$ cat config.mk
export PLATFORM = sky130hd
export DESIGN_NAME = hsv_to_rgb_rainbow_core
export DESIGN_NICKNAME = d
export VERILOG_FILES = /design/src/rtl/core/hsvrgb_pkg.sv /design/src/rtl/core/hsvrgb_csr.sv /design/src/rtl/core/hsvrgb_wheel.sv /design/src/rtl/core/hsvrgb_shade.sv /design/src/rtl/core/hsv_to_rgb_rainbow_core.sv
export SDC_FILE = /design/constraint.sdc
export NUM_CORES = 2
export LEC_CHECK = 0
export ABC_AREA = 1
export BUFFER_PORTS_ARGS = -buffer_cell sky130_fd_sc_hd__buf_2
export CORE_MARGIN = 4
export CORE_UTILIZATION = 35
export DETAILED_ROUTE_END_ITERATION = 12
export GPL_TIMING_DRIVEN = 0
export PLACE_DENSITY_LB_ADDON = 0.15
export REMOVE_ABC_BUFFERS = 1
export SLEW_MARGIN = 25
export SYNTH_ARGS = -nofsm -noshare
export SYNTH_HDL_FRONTEND = slang
export SYNTH_SLANG_ARGS = --single-unit
$ cat constraint.sdc
create_clock -name clock -period 7.3 [get_ports clock]
set_clock_uncertainty 0.05 [all_clocks]
set_input_delay 0.365 -clock clock [delete_from_list [all_inputs] [get_ports clock]]
set_output_delay 0.365 -clock clock [all_outputs]
set_load 0.05 [all_outputs]
$ cat src/rtl/core/hsvrgb_pkg.sv
// ----------------------------------------------------------------------------
// hsvrgb_pkg
// shared types and constants of the rainbow hsv to rgb core
// ----------------------------------------------------------------------------
`default_nettype none

package hsvrgb_pkg;

   // configuration port
   localparam int unsigned PADDR_W = 4;
   localparam int unsigned PDATA_W = 32;

   typedef enum logic [1:0] {
      CSR_YELLOW_STRONG = 2'd0,
      CSR_GREEN_HALVE   = 2'd1,
      CSR_GREEN_GAIN    = 2'd2
   } csr_index_type;

   // the eight sections of the rainbow wheel, hue bits 7..5
   typedef enum logic [2:0] {
      SEC_RED_ORANGE    = 3'd0,
      SEC_ORANGE_YELLOW = 3'd1,
      SEC_YELLOW_GREEN  = 3'd2,
      SEC_GREEN_AQUA    = 3'd3,
      SEC_AQUA_BLUE     = 3'd4,
      SEC_BLUE_PURPLE   = 3'd5,
      SEC_PURPLE_PINK   = 3'd6,
      SEC_PINK_RED      = 3'd7
   } section_type;

   // ramp scale factors, scale8 uses s + 1
   localparam logic [7:0] THIRD_MUL = 8'd86;   // (256 / 3) + 1
   localparam logic [7:0] TWO_MUL   = 8'd171;  // ((256 * 2) / 3) + 1

   // channel levels of the wheel
   localparam logic [7:0] LVL_FULL = 8'd255;
   localparam logic [7:0] LVL_171  = 8'd171;
   localparam logic [7:0] LVL_170  = 8'd170;
   localparam logic [7:0] LVL_85   = 8'd85;

   typedef struct packed {
      logic       yellow_strong;
      logic       green_halve;
      logic [7:0] green_gain;
   } cfg_type;

   typedef struct packed {
      logic [7:0] hue;
      logic [7:0] sat;
      logic [7:0] val;
   } hsv_type;

   typedef struct packed {
      logic [7:0] red;
      logic [7:0] green;
      logic [7:0] blue;
   } rgb_type;

   // wheel colour plus the shading terms handed to the shade pipeline
   typedef struct packed {
      rgb_type    rgb;
      logic [7:0] desat;
      logic [7:0] vsq;
      logic       sat_zero;
      logic       sat_full;
      logic       val_full;
   } mix_type;

endpackage : hsvrgb_pkg

`default_nettype wire

$ cat src/rtl/core/hsvrgb_csr.sv
// ----------------------------------------------------------------------------
// hsvrgb_csr
// apb register file: yellow strength, green halving and green gain
// ----------------------------------------------------------------------------
`default_nettype none

module hsvrgb_csr (
   input  wire logic                          clock,
   input  wire logic                          reset,
   input  wire logic                          psel,
   input  wire logic                          penable,
   input  wire logic                          pwrite,
   input  wire logic [hsvrgb_pkg::PADDR_W-1:0] paddr,
   input  wire logic [hsvrgb_pkg::PDATA_W-1:0] pwdata,
   output logic      [hsvrgb_pkg::PDATA_W-1:0] prdata,
   output logic                               pready,
   output hsvrgb_pkg::cfg_type                cfg
);
   import hsvrgb_pkg::*;

   cfg_type       cfg_ff;
   cfg_type       cfg_in;
   csr_index_type idx;
   logic          wr_en;

   assign idx    = csr_index_type'(paddr[3:2]);
   assign pready = 1'b1;
   assign wr_en  = psel & penable & pwrite & pready;

   always_comb begin
      cfg_in = cfg_ff;
      if (wr_en) begin
         case (idx)
            CSR_YELLOW_STRONG: cfg_in.yellow_strong = pwdata[0];
            CSR_GREEN_HALVE:   cfg_in.green_halve   = pwdata[0];
            CSR_GREEN_GAIN:    cfg_in.green_gain    = pwdata[7:0];
            default:           cfg_in = cfg_ff;  // unmapped, write dropped
         endcase
      end
   end

   always_ff @(posedge clock) begin
      if (reset) begin
         cfg_ff <= '0;
      end else begin
         cfg_ff <= cfg_in;
      end
   end

   always_comb begin
      case (idx)
         CSR_YELLOW_STRONG: prdata = PDATA_W'(cfg_ff.yellow_strong);
         CSR_GREEN_HALVE:   prdata = PDATA_W'(cfg_ff.green_halve);
         CSR_GREEN_GAIN:    prdata = PDATA_W'(cfg_ff.green_gain);
         default:           prdata = '0;
      endcase
   end

   assign cfg = cfg_ff;

endmodule : hsvrgb_csr

`default_nettype wire

$ cat src/rtl/core/hsvrgb_wheel.sv
// ----------------------------------------------------------------------------
// hsvrgb_wheel
// three stages: ramps and squares, section mix, green adjustment
// ----------------------------------------------------------------------------
`default_nettype none

module hsvrgb_wheel (
   input  wire logic                clock,
   input  wire logic                reset,
   input  wire hsvrgb_pkg::cfg_type cfg,
   input  wire logic                in_valid,
   output logic                     in_ready,
   input  wire hsvrgb_pkg::hsv_type in_data,
   output logic                     out_valid,
   input  wire logic                out_ready,
   output hsvrgb_pkg::mix_type      out_data
);
   import hsvrgb_pkg::*;

   typedef struct packed {
      section_type sec;
      logic [7:0]  pos;
      logic [7:0]  third;
      logic [7:0]  two;
      logic [7:0]  desat;
      logic [7:0]  vsq;
      logic        sat_zero;
      logic        sat_full;
      logic        val_full;
   } ramp_type;

   // stage 1: ramp position, thirds, squared desaturation and value
   logic       vld1_ff;
   ramp_type   s1_ff, s1_in;
   logic       ld1;
   logic [7:0] dsat;
   logic [15:0] p_third, p_two, p_desat, p_vsq;

   // stage 2: section mix
   logic       vld2_ff;
   mix_type    s2_ff, s2_in;
   logic       ld2;

   // stage 3: green gain
   logic       vld3_ff;
   mix_type    s3_ff, s3_in;
   logic       ld3;
   logic [15:0] p_gain;

   assign ld3      = ~vld3_ff | out_ready;
   assign ld2      = ~vld2_ff | ld3;
   assign ld1      = ~vld1_ff | ld2;
   assign in_ready = ld1;

   always_comb begin
      s1_in.pos      = {in_data.hue[4:0], 3'b000};
      dsat           = ~in_data.sat;
      p_third        = 16'(s1_in.pos) * 16'(THIRD_MUL);
      p_two          = 16'(s1_in.pos) * 16'(TWO_MUL);
      p_desat        = 16'(dsat) * 16'(dsat);
      p_vsq          = 16'(in_data.val) * 16'(in_data.val);
      s1_in.sec      = section_type'(in_data.hue[7:5]);
      s1_in.third    = p_third[15:8];
      s1_in.two      = p_two[15:8];
      // video scaling adds one for nonzero operands, never wraps here
      s1_in.desat    = p_desat[15:8] + 8'(dsat != 8'd0);
      s1_in.vsq      = p_vsq[15:8] + 8'(in_data.val != 8'd0);
      s1_in.sat_zero = (in_data.sat == 8'd0);
      s1_in.sat_full = (in_data.sat == LVL_FULL);
      s1_in.val_full = (in_data.val == LVL_FULL);
   end

   always_comb begin
      s2_in          = '0;
      s2_in.desat    = s1_ff.desat;
      s2_in.vsq      = s1_ff.vsq;
      s2_in.sat_zero = s1_ff.sat_zero;
      s2_in.sat_full = s1_ff.sat_full;
      s2_in.val_full = s1_ff.val_full;
      case (s1_ff.sec)
         SEC_RED_ORANGE: begin
            s2_in.rgb.red   = LVL_FULL - s1_ff.third;
            s2_in.rgb.green = s1_ff.third;
         end
         SEC_ORANGE_YELLOW: begin
            if (cfg.yellow_strong) begin
               s2_in.rgb.red   = LVL_170 + s1_ff.third;
               s2_in.rgb.green = LVL_85 + s1_ff.two;
            end else begin
               s2_in.rgb.red   = LVL_171;
               s2_in.rgb.green = LVL_85 + s1_ff.third;
            end
         end
         SEC_YELLOW_GREEN: begin
            if (cfg.yellow_strong) begin
               s2_in.rgb.red   = LVL_FULL - s1_ff.pos;
               s2_in.rgb.green = LVL_FULL;
            end else begin
               s2_in.rgb.red   = LVL_171 - s1_ff.two;
               s2_in.rgb.green = LVL_170 + s1_ff.third;
            end
         end
         SEC_GREEN_AQUA: begin
            s2_in.rgb.green = LVL_FULL - s1_ff.third;
            s2_in.rgb.blue  = s1_ff.third;
         end
         SEC_AQUA_BLUE: begin
            s2_in.rgb.green = LVL_171 - s1_ff.two;
            s2_in.rgb.blue  = LVL_85 + s1_ff.two;
         end
         SEC_BLUE_PURPLE: begin
            s2_in.rgb.red   = s1_ff.third;
            s2_in.rgb.blue  = LVL_FULL - s1_ff.third;
         end
         SEC_PURPLE_PINK: begin
            s2_in.rgb.red   = LVL_85 + s1_ff.third;
            s2_in.rgb.blue  = LVL_171 - s1_ff.third;
         end
         SEC_PINK_RED: begin
            s2_in.rgb.red   = LVL_170 + s1_ff.third;
            s2_in.rgb.blue  = LVL_85 - s1_ff.third;
         end
         default: s2_in.rgb = '0;
      endcase
      if (cfg.green_halve) begin
         s2_in.rgb.green = {1'b0, s2_in.rgb.green[7:1]};
      end
   end

   always_comb begin
      s3_in  = s2_ff;
      p_gain = 16'(s2_ff.rgb.green) * 16'(cfg.green_gain);
      if (cfg.green_gain != 8'd0) begin
         s3_in.rgb.green = p_gain[15:8] + 8'(s2_ff.rgb.green != 8'd0);
      end
   end

   always_ff @(posedge clock) begin
      if (reset) begin
         vld1_ff <= 1'b0;
         vld2_ff <= 1'b0;
         vld3_ff <= 1'b0;
      end else begin
         if (ld1) vld1_ff <= in_valid;
         if (ld2) vld2_ff <= vld1_ff;
         if (ld3) vld3_ff <= vld2_ff;
      end
   end

   always_ff @(posedge clock) begin
      if (ld1) s1_ff <= s1_in;
      if (ld2) s2_ff <= s2_in;
      if (ld3) s3_ff <= s3_in;
   end

   assign out_valid = vld3_ff;
   assign out_data  = s3_ff;

endmodule : hsvrgb_wheel

`default_nettype wire

$ cat src/rtl/core/hsvrgb_shade.sv
// ----------------------------------------------------------------------------
// hsvrgb_shade
// two stages: mix toward white by saturation, then scale by squared value
// ----------------------------------------------------------------------------
`default_nettype none

module hsvrgb_shade (
   input  wire logic                clock,
   input  wire logic                reset,
   input  wire logic                in_valid,
   output logic                     in_ready,
   input  wire hsvrgb_pkg::mix_type in_data,
   output logic                     out_valid,
   input  wire logic                out_ready,
   output hsvrgb_pkg::rgb_type      out_data
);
   import hsvrgb_pkg::*;

   // stage 4: saturation
   logic            vld4_ff;
   mix_type         s4_ff, s4_in;
   logic            ld4;
   logic [2:0][7:0] ch4;
   logic [2:0][7:0] res4;
   logic [8:0]      keep1;
   logic [15:0]     p4 [3];

   // stage 5: value, also the output register
   logic            vld5_ff;
   rgb_type         s5_ff, s5_in;
   logic            ld5;
   logic [2:0][7:0] ch5;
   logic [2:0][7:0] res5;
   logic [8:0]      v1;
   logic [15:0]     p5 [3];

   assign ld5      = ~vld5_ff | out_ready;
   assign ld4      = ~vld4_ff | ld5;
   assign in_ready = ld4;

   always_comb begin
      ch4   = in_data.rgb;
      keep1 = {1'b0, ~in_data.desat} + 9'd1;
      for (int j = 0; j < 3; j++) begin
         p4[j]   = 16'(ch4[j]) * 16'(keep1);
         // nonzero channels get scale plus one, then the floor is added with wrap
         res4[j] = ((ch4[j] != 8'd0) ? (p4[j][15:8] + 8'd1) : 8'd0) + in_data.desat;
      end
      s4_in = in_data;
      if (!in_data.sat_full) begin
         if (in_data.sat_zero) begin
            s4_in.rgb = {LVL_FULL, LVL_FULL, LVL_FULL};
         end else begin
            s4_in.rgb = res4;
         end
      end
   end

   always_comb begin
      ch5 = s4_ff.rgb;
      v1  = {1'b0, s4_ff.vsq} + 9'd1;
      for (int j = 0; j < 3; j++) begin
         p5[j]   = 16'(ch5[j]) * 16'(v1);
         res5[j] = (ch5[j] != 8'd0) ? (p5[j][15:8] + 8'd1) : 8'd0;
      end
      s5_in = s4_ff.rgb;
      if (!s4_ff.val_full) begin
         if (s4_ff.vsq == 8'd0) begin
            s5_in = '0;
         end else begin
            s5_in = res5;
         end
      end
   end

   always_ff @(posedge clock) begin
      if (reset) begin
         vld4_ff <= 1'b0;
         vld5_ff <= 1'b0;
      end else begin
         if (ld4) vld4_ff <= in_valid;
         if (ld5) vld5_ff <= vld4_ff;
      end
   end

   always_ff @(posedge clock) begin
      if (ld4) s4_ff <= s4_in;
      if (ld5) s5_ff <= s5_in;
   end

   assign out_valid = vld5_ff;
   assign out_data  = s5_ff;

   // full value passes the saturated colour straight through
   a_val_full_pass: assert property (@(posedge clock) disable iff (reset)
      (ld5 && vld4_ff && s4_ff.val_full) |=> (out_data == $past(s4_ff.rgb)))
      else $error("full value item altered by value stage");

   // value that squares to zero gives black
   a_val_zero_black: assert property (@(posedge clock) disable iff (reset)
      (ld5 && vld4_ff && !s4_ff.val_full && s4_ff.vsq == 8'd0) |=> (out_data == '0))
      else $error("zero value item not black");

endmodule : hsvrgb_shade

`default_nettype wire

$ cat src/rtl/core/hsv_to_rgb_rainbow_core.sv
// ----------------------------------------------------------------------------
// hsv_to_rgb_rainbow_core
// 8-bit rainbow-wheel hsv to rgb conversion, if unstalled one item per clock
// ----------------------------------------------------------------------------
// usage
//  - req channel carries one hue/sat/val item, taken at a clock edge where
//    req_valid is high and req_stall is low
//  - rsp channel returns exactly one red/green/blue item per input item,
//    in order, taken where rsp_valid is high and rsp_stall is low
//  - apb port holds yellow_strong (0x0), green_halve (0x4) and
//    green_gain (0x8); write these only while no item is in flight
//  - five register stages: ramps and squares, section mix, green gain,
//    saturation mix, value scale, in that order; rsp_valid is the valid
//    bit of the value scale stage
//  - throughput is one item per cycle while rsp_stall is low, set by the
//    five-stage pipeline, one 8x9 multiplier per channel per shading stage
//  - each stage has its own valid bit and loads when empty or when the
//    next stage moves, so bubbles close up while the output is stalled;
//    req_stall rises only once every stage holds an item
//  - a stalled result stays in the output register unchanged
//  - reset (synchronous) empties the pipeline and clears the config registers
//    to zero: moderate yellow, green unchanged
// ----------------------------------------------------------------------------
`default_nettype none

module hsv_to_rgb_rainbow_core (
   input  wire logic                           clock,
   input  wire logic                           reset,
   // input items
   input  wire logic                           req_valid,
   output logic                                req_stall,
   input  wire hsvrgb_pkg::hsv_type            req_data,
   // result items
   output logic                                rsp_valid,
   input  wire logic                           rsp_stall,
   output hsvrgb_pkg::rgb_type                 rsp_data,
   // register port
   input  wire logic                           psel,
   input  wire logic                           penable,
   input  wire logic                           pwrite,
   input  wire logic [hsvrgb_pkg::PADDR_W-1:0] paddr,
   input  wire logic [hsvrgb_pkg::PDATA_W-1:0] pwdata,
   output logic      [hsvrgb_pkg::PDATA_W-1:0] prdata,
   output logic                                pready
);
   import hsvrgb_pkg::*;

   cfg_type cfg;
   logic    in_ready;
   logic    mid_valid;
   logic    mid_ready;
   mix_type mid_data;

   // configuration registers
   hsvrgb_csr u_csr (
      .clock   (clock),
      .reset   (reset),
      .psel    (psel),
      .penable (penable),
      .pwrite  (pwrite),
      .paddr   (paddr),
      .pwdata  (pwdata),
      .prdata  (prdata),
      .pready  (pready),
      .cfg     (cfg)
   );

   // hue to wheel colour, plus squared desaturation and value terms
   hsvrgb_wheel u_wheel (
      .clock     (clock),
      .reset     (reset),
      .cfg       (cfg),
      .in_valid  (req_valid),
      .in_ready  (in_ready),
      .in_data   (req_data),
      .out_valid (mid_valid),
      .out_ready (mid_ready),
      .out_data  (mid_data)
   );

   // saturation and value shading, last stage is the output register
   hsvrgb_shade u_shade (
      .clock     (clock),
      .reset     (reset),
      .in_valid  (mid_valid),
      .in_ready  (mid_ready),
      .in_data   (mid_data),
      .out_valid (rsp_valid),
      .out_ready (~rsp_stall),
      .out_data  (rsp_data)
   );

   assign req_stall = ~in_ready;

   // an empty output register never holds back the input
   a_no_stall_when_empty: assert property (@(posedge clock) disable iff (reset)
      !rsp_valid |-> !req_stall)
      else $error("input stalled with empty output stage");

   // pipeline is empty after reset
   a_reset_empty: assert property (@(posedge clock)
      reset |=> !rsp_valid)
      else $error("result valid straight after reset");

endmodule : hsv_to_rgb_rainbow_core

`default_nettype wire
==> flow_summary.json <==
{
  "holdCritPathClass": "in2reg",
  "max-slew-margin-rel": 0.3204,
  "clock_latency_ns": 0.52,
  "num-nets-final": 4682,
  "ant_nets": 0,
  "synth_flop_cell": "edfxtp_1",
  "num_vias": 24197,
  "num_rows": 107,
  "grt_max_degree": 35,
  "areaGrowthSynthToFinish_pct": 9.594,
  "number_of_global_route_vias_before_repair": 24476,
  "postLayoutSetupSlackWorst_ns": 0.2330,
  "maxCapViolations": 0,
  "run_status": "completed",
  "placeableCoreArea_um2": 85680,
  "die-width_um": 302.7,
  "initial_antenna_violation_count": 1,
  "timing_hold_violations_final": 0,
  "route.detailed.vias_per_inst": 4.746,
  "grt.total_usage": 0.1765,
  "initialDrtViolationCount": 1253,
  "synth.yosys.seq_area_share": 0.1907,
  "slew_viol_final": 0,
  "grt_setup_unrepaired": "true",
  "post_synth_most_frequent_cells": "831 x inv_1, 801 x nand2_1, 436 x nor2_1",
  "initial_core_util": 0.3546,
  "crit_type": "reg2reg",
  "fillerInstances": 9061,
  "detailedPlacementHpwl_um": 61870,
  "tightestPinTransition_ns": 1.016,
  "cts_tree": "done",
  "timing.critical_path.from_type": "register",
  "top_fanout_value_on_the_critical_path": 4,
  "detail_route.drc_violations": 0,
  "number_of_synthesized_flops_with_an_enable_pin": 183,
  "layout.cell_area.non_filler_um2": 33300,
  "met1_layer_usage_reported_by_global_route": 0.2444,
  "endpoint_kind": "register",
  "clock_sinks": 198,
  "cp.required_ns": 7.51,
  "synth_warnings": 0,
  "synth_top_area_share": 0.2181,
  "maxClockFrequency_ghz": 0.1415,
  "critPathMaxStageDelay_ns": 0.54,
  "yosysUniqueCellTypes": 67,
  "final-setup-viol-count": 0,
  "globalRoute.busiestLayer": "met2",
  "htree_levels": 4,
  "cts_buffers": 17,
  "syn_inst": 3883,
  "synth-async-reset-ratio": 0,
  "antenna_cells": 0,
  "cts_root_buffer": "clkbuf_16",
  "port_buffers": 74,
  "ctsLongestPathBuffers": 2,
  "worst_setup_hold_path_clk_slew_ns": 0.08,
  "mean_instance_size_in_the_synthesized_netlist_um2": 7.826,
  "drive_gt1_frac": 0.08877,
  "first_pass_iters": 5,
  "die_area_um2": 91600,
  "period_needed_ns": 7.067,
  "period_share": 0.9681,
  "yosys.cell_count.top_type": "inv_1",
  "crit_slowest_cell": "fa_1",
  "gp_congestion": 0.8758,
  "mappedNetlistArea_um2": 30390,
  "grt_first_pass_wirelength_um": 129200,
  "use_met3": 0.02068,
  "routedWlPerCell_um": 15.39,
  "post_dp_cell_area_um2": 31810,
  "synth.top_cells.by_area": "fa_1 22%, edfxtp_1 18%, ha_1 14%",
  "synthDominantAreaCellType": "fa_1",
  "drt-total-wl_um": 78440,
  "grt_use_met2": 0.2996,
  "overflow": 0,
  "die_height_um": 302.7,
  "number_of_flip_flops_and_latches_in_the_synthesized_netlist": 198,
  "place_worst_setup_slack_ns": -1.219,
  "critical-path-top-cell-by-count": "inv_2",
  "num_io_pins": 126,
  "crit_arrival_ns": 7.28
}
sequential cells by signal, indices dropped and copies added, names as in the netlist:
register           flops
u_wheel.out_data      43
u_wheel.s2_ff         43
u_wheel.s1_ff         40
u_shade.ch5           24
u_shade.out_data      24
u_csr.cfg             10
u_shade.s4_ff          9
u_shade.out_valid      1
u_shade.vld4_ff        1
u_wheel.out_valid      1
u_wheel.vld1_ff        1
u_wheel.vld2_ff        1
layout by cell type, fill, tap and decap left out, types with 9 or more instances in the layout:
cell type  Yosys  final
nor2_2        14     27
nand2_2       28     43
nor2_4         8     12
nor2_1       436    419
xnor2_1       39     38
buf_4         29     40
clkinv_1      12      9
nor4_1        28     28
conb_1         2     25
inv_1        831    811
a211oi_1      14     14
nand4_1       35     35
edfxtp_1     183    183
clkbuf_16      0     17
ha_1         343    330
o21ai_1        9      9
nor3_1        24     21
nand2_1      801    780
fa_1         331    331
nand3b_1      11     11
o21ai_0       94     92
nand2_4        7     11
dfxtp_1       15     15
xor2_1        77     76
a21oi_1      155    149
ha_4           0     10
buf_2          7     74
inv_2          6     21
nand3_1      130    130
o22ai_1       25     25
o211ai_1       9      9
kinds of logic (layout without fill, tap and decap cells):
family                   count (synthesis)  after routing  share of synthesized area
adder cells (fa/ha/maj)                674            674                     0.3593
flip-flops                             198            198                     0.1907
XOR/XNOR                               126            126                    0.03990
AND/OR/NAND/NOR                       1548           1549                     0.2156
other                                    2             25                  0.0002471
AO/OA/AOI/OAI                          367            367                    0.06946
buffers and inverters                  968           1015                     0.1248
final cells by class:
class / count / area [um2] / area share
clock buffer: 17 / 425.4 / 0.01277
clock inverter: 15 / 151.4 / 0.004546
inverter: 850 / 3239 / 0.09727
multi-input combinational: 2741 / 21320 / 0.6401
sequential: 198 / 5796 / 0.1740
tap: 1144 / 1431 / 0.04298
timing repair buffer: 132 / 933.4 / 0.02803
timing repair inverter: 1 / 7.507 / 0.0002254
per-layer routing:
layer  wire [um]  share of wire
met1       37400           0.48
met4        1040          0.013
met2       37120           0.47
met3        2883          0.037
met5           0              0
path summary, 6_finish.rpt:
| kind | endpoint | slack (ns) | startpoint | cells past startpoint |
|---|---|---|---|---|
| max reg2reg | u_shade.ch5[15] | 0.23 | u_wheel.out_data[13] | 42 |
| min | u_wheel.s1_ff[40] | 0.06 | req_data[18] | 1 |
| max | u_shade.ch5[15] | 0.23 | u_wheel.out_data[13] | 42 |
| min reg2reg | u_wheel.s2_ff[11] | 0.34 | u_wheel.s1_ff[11] | 0 |
critical path: cells and delay by family, from the launching register on:
| family | cells | cell delay (ns) |
|---|---|---|
| compound gates | 3 | 0.46 |
| simple gates | 19 | 1.90 |
| buf+inv | 11 | 0.67 |
| xor+xnor | 2 | 0.41 |
| fa+ha+maj | 7 | 2.78 |
| flops | 1 | 0.53 |
stage by stage:
stage	TNS [ns]	instances	utilization	hold slack [ns]
final	0	5098	0.3887	0.05730
after global routing	-0.3407	5098	0.3887	0.02892
after CTS	-0.1476	5060	0.3806	0.01548
after detailed placement	-13.58	5013	0.3713	0.3545
after global placement	-35.76	5006	0.3697	0.3505
after floorplan	0	3788	-	0.3503
what timing repair did:
item | 4_1_cts | 5_1_grt
gates cloned | 2 | 0
hold endpoints to repair | 4 | 0
pin swaps | 4 | 50
gates resized for setup | 27 | 95
setup endpoints to repair | 33 | 31
hold buffers | 4 | 0
buffers inserted | 9 | 38
Power is left out: the tool's default activity adds up to more than one toggle a clock period on the data nets, which glitch-free logic cannot reach.
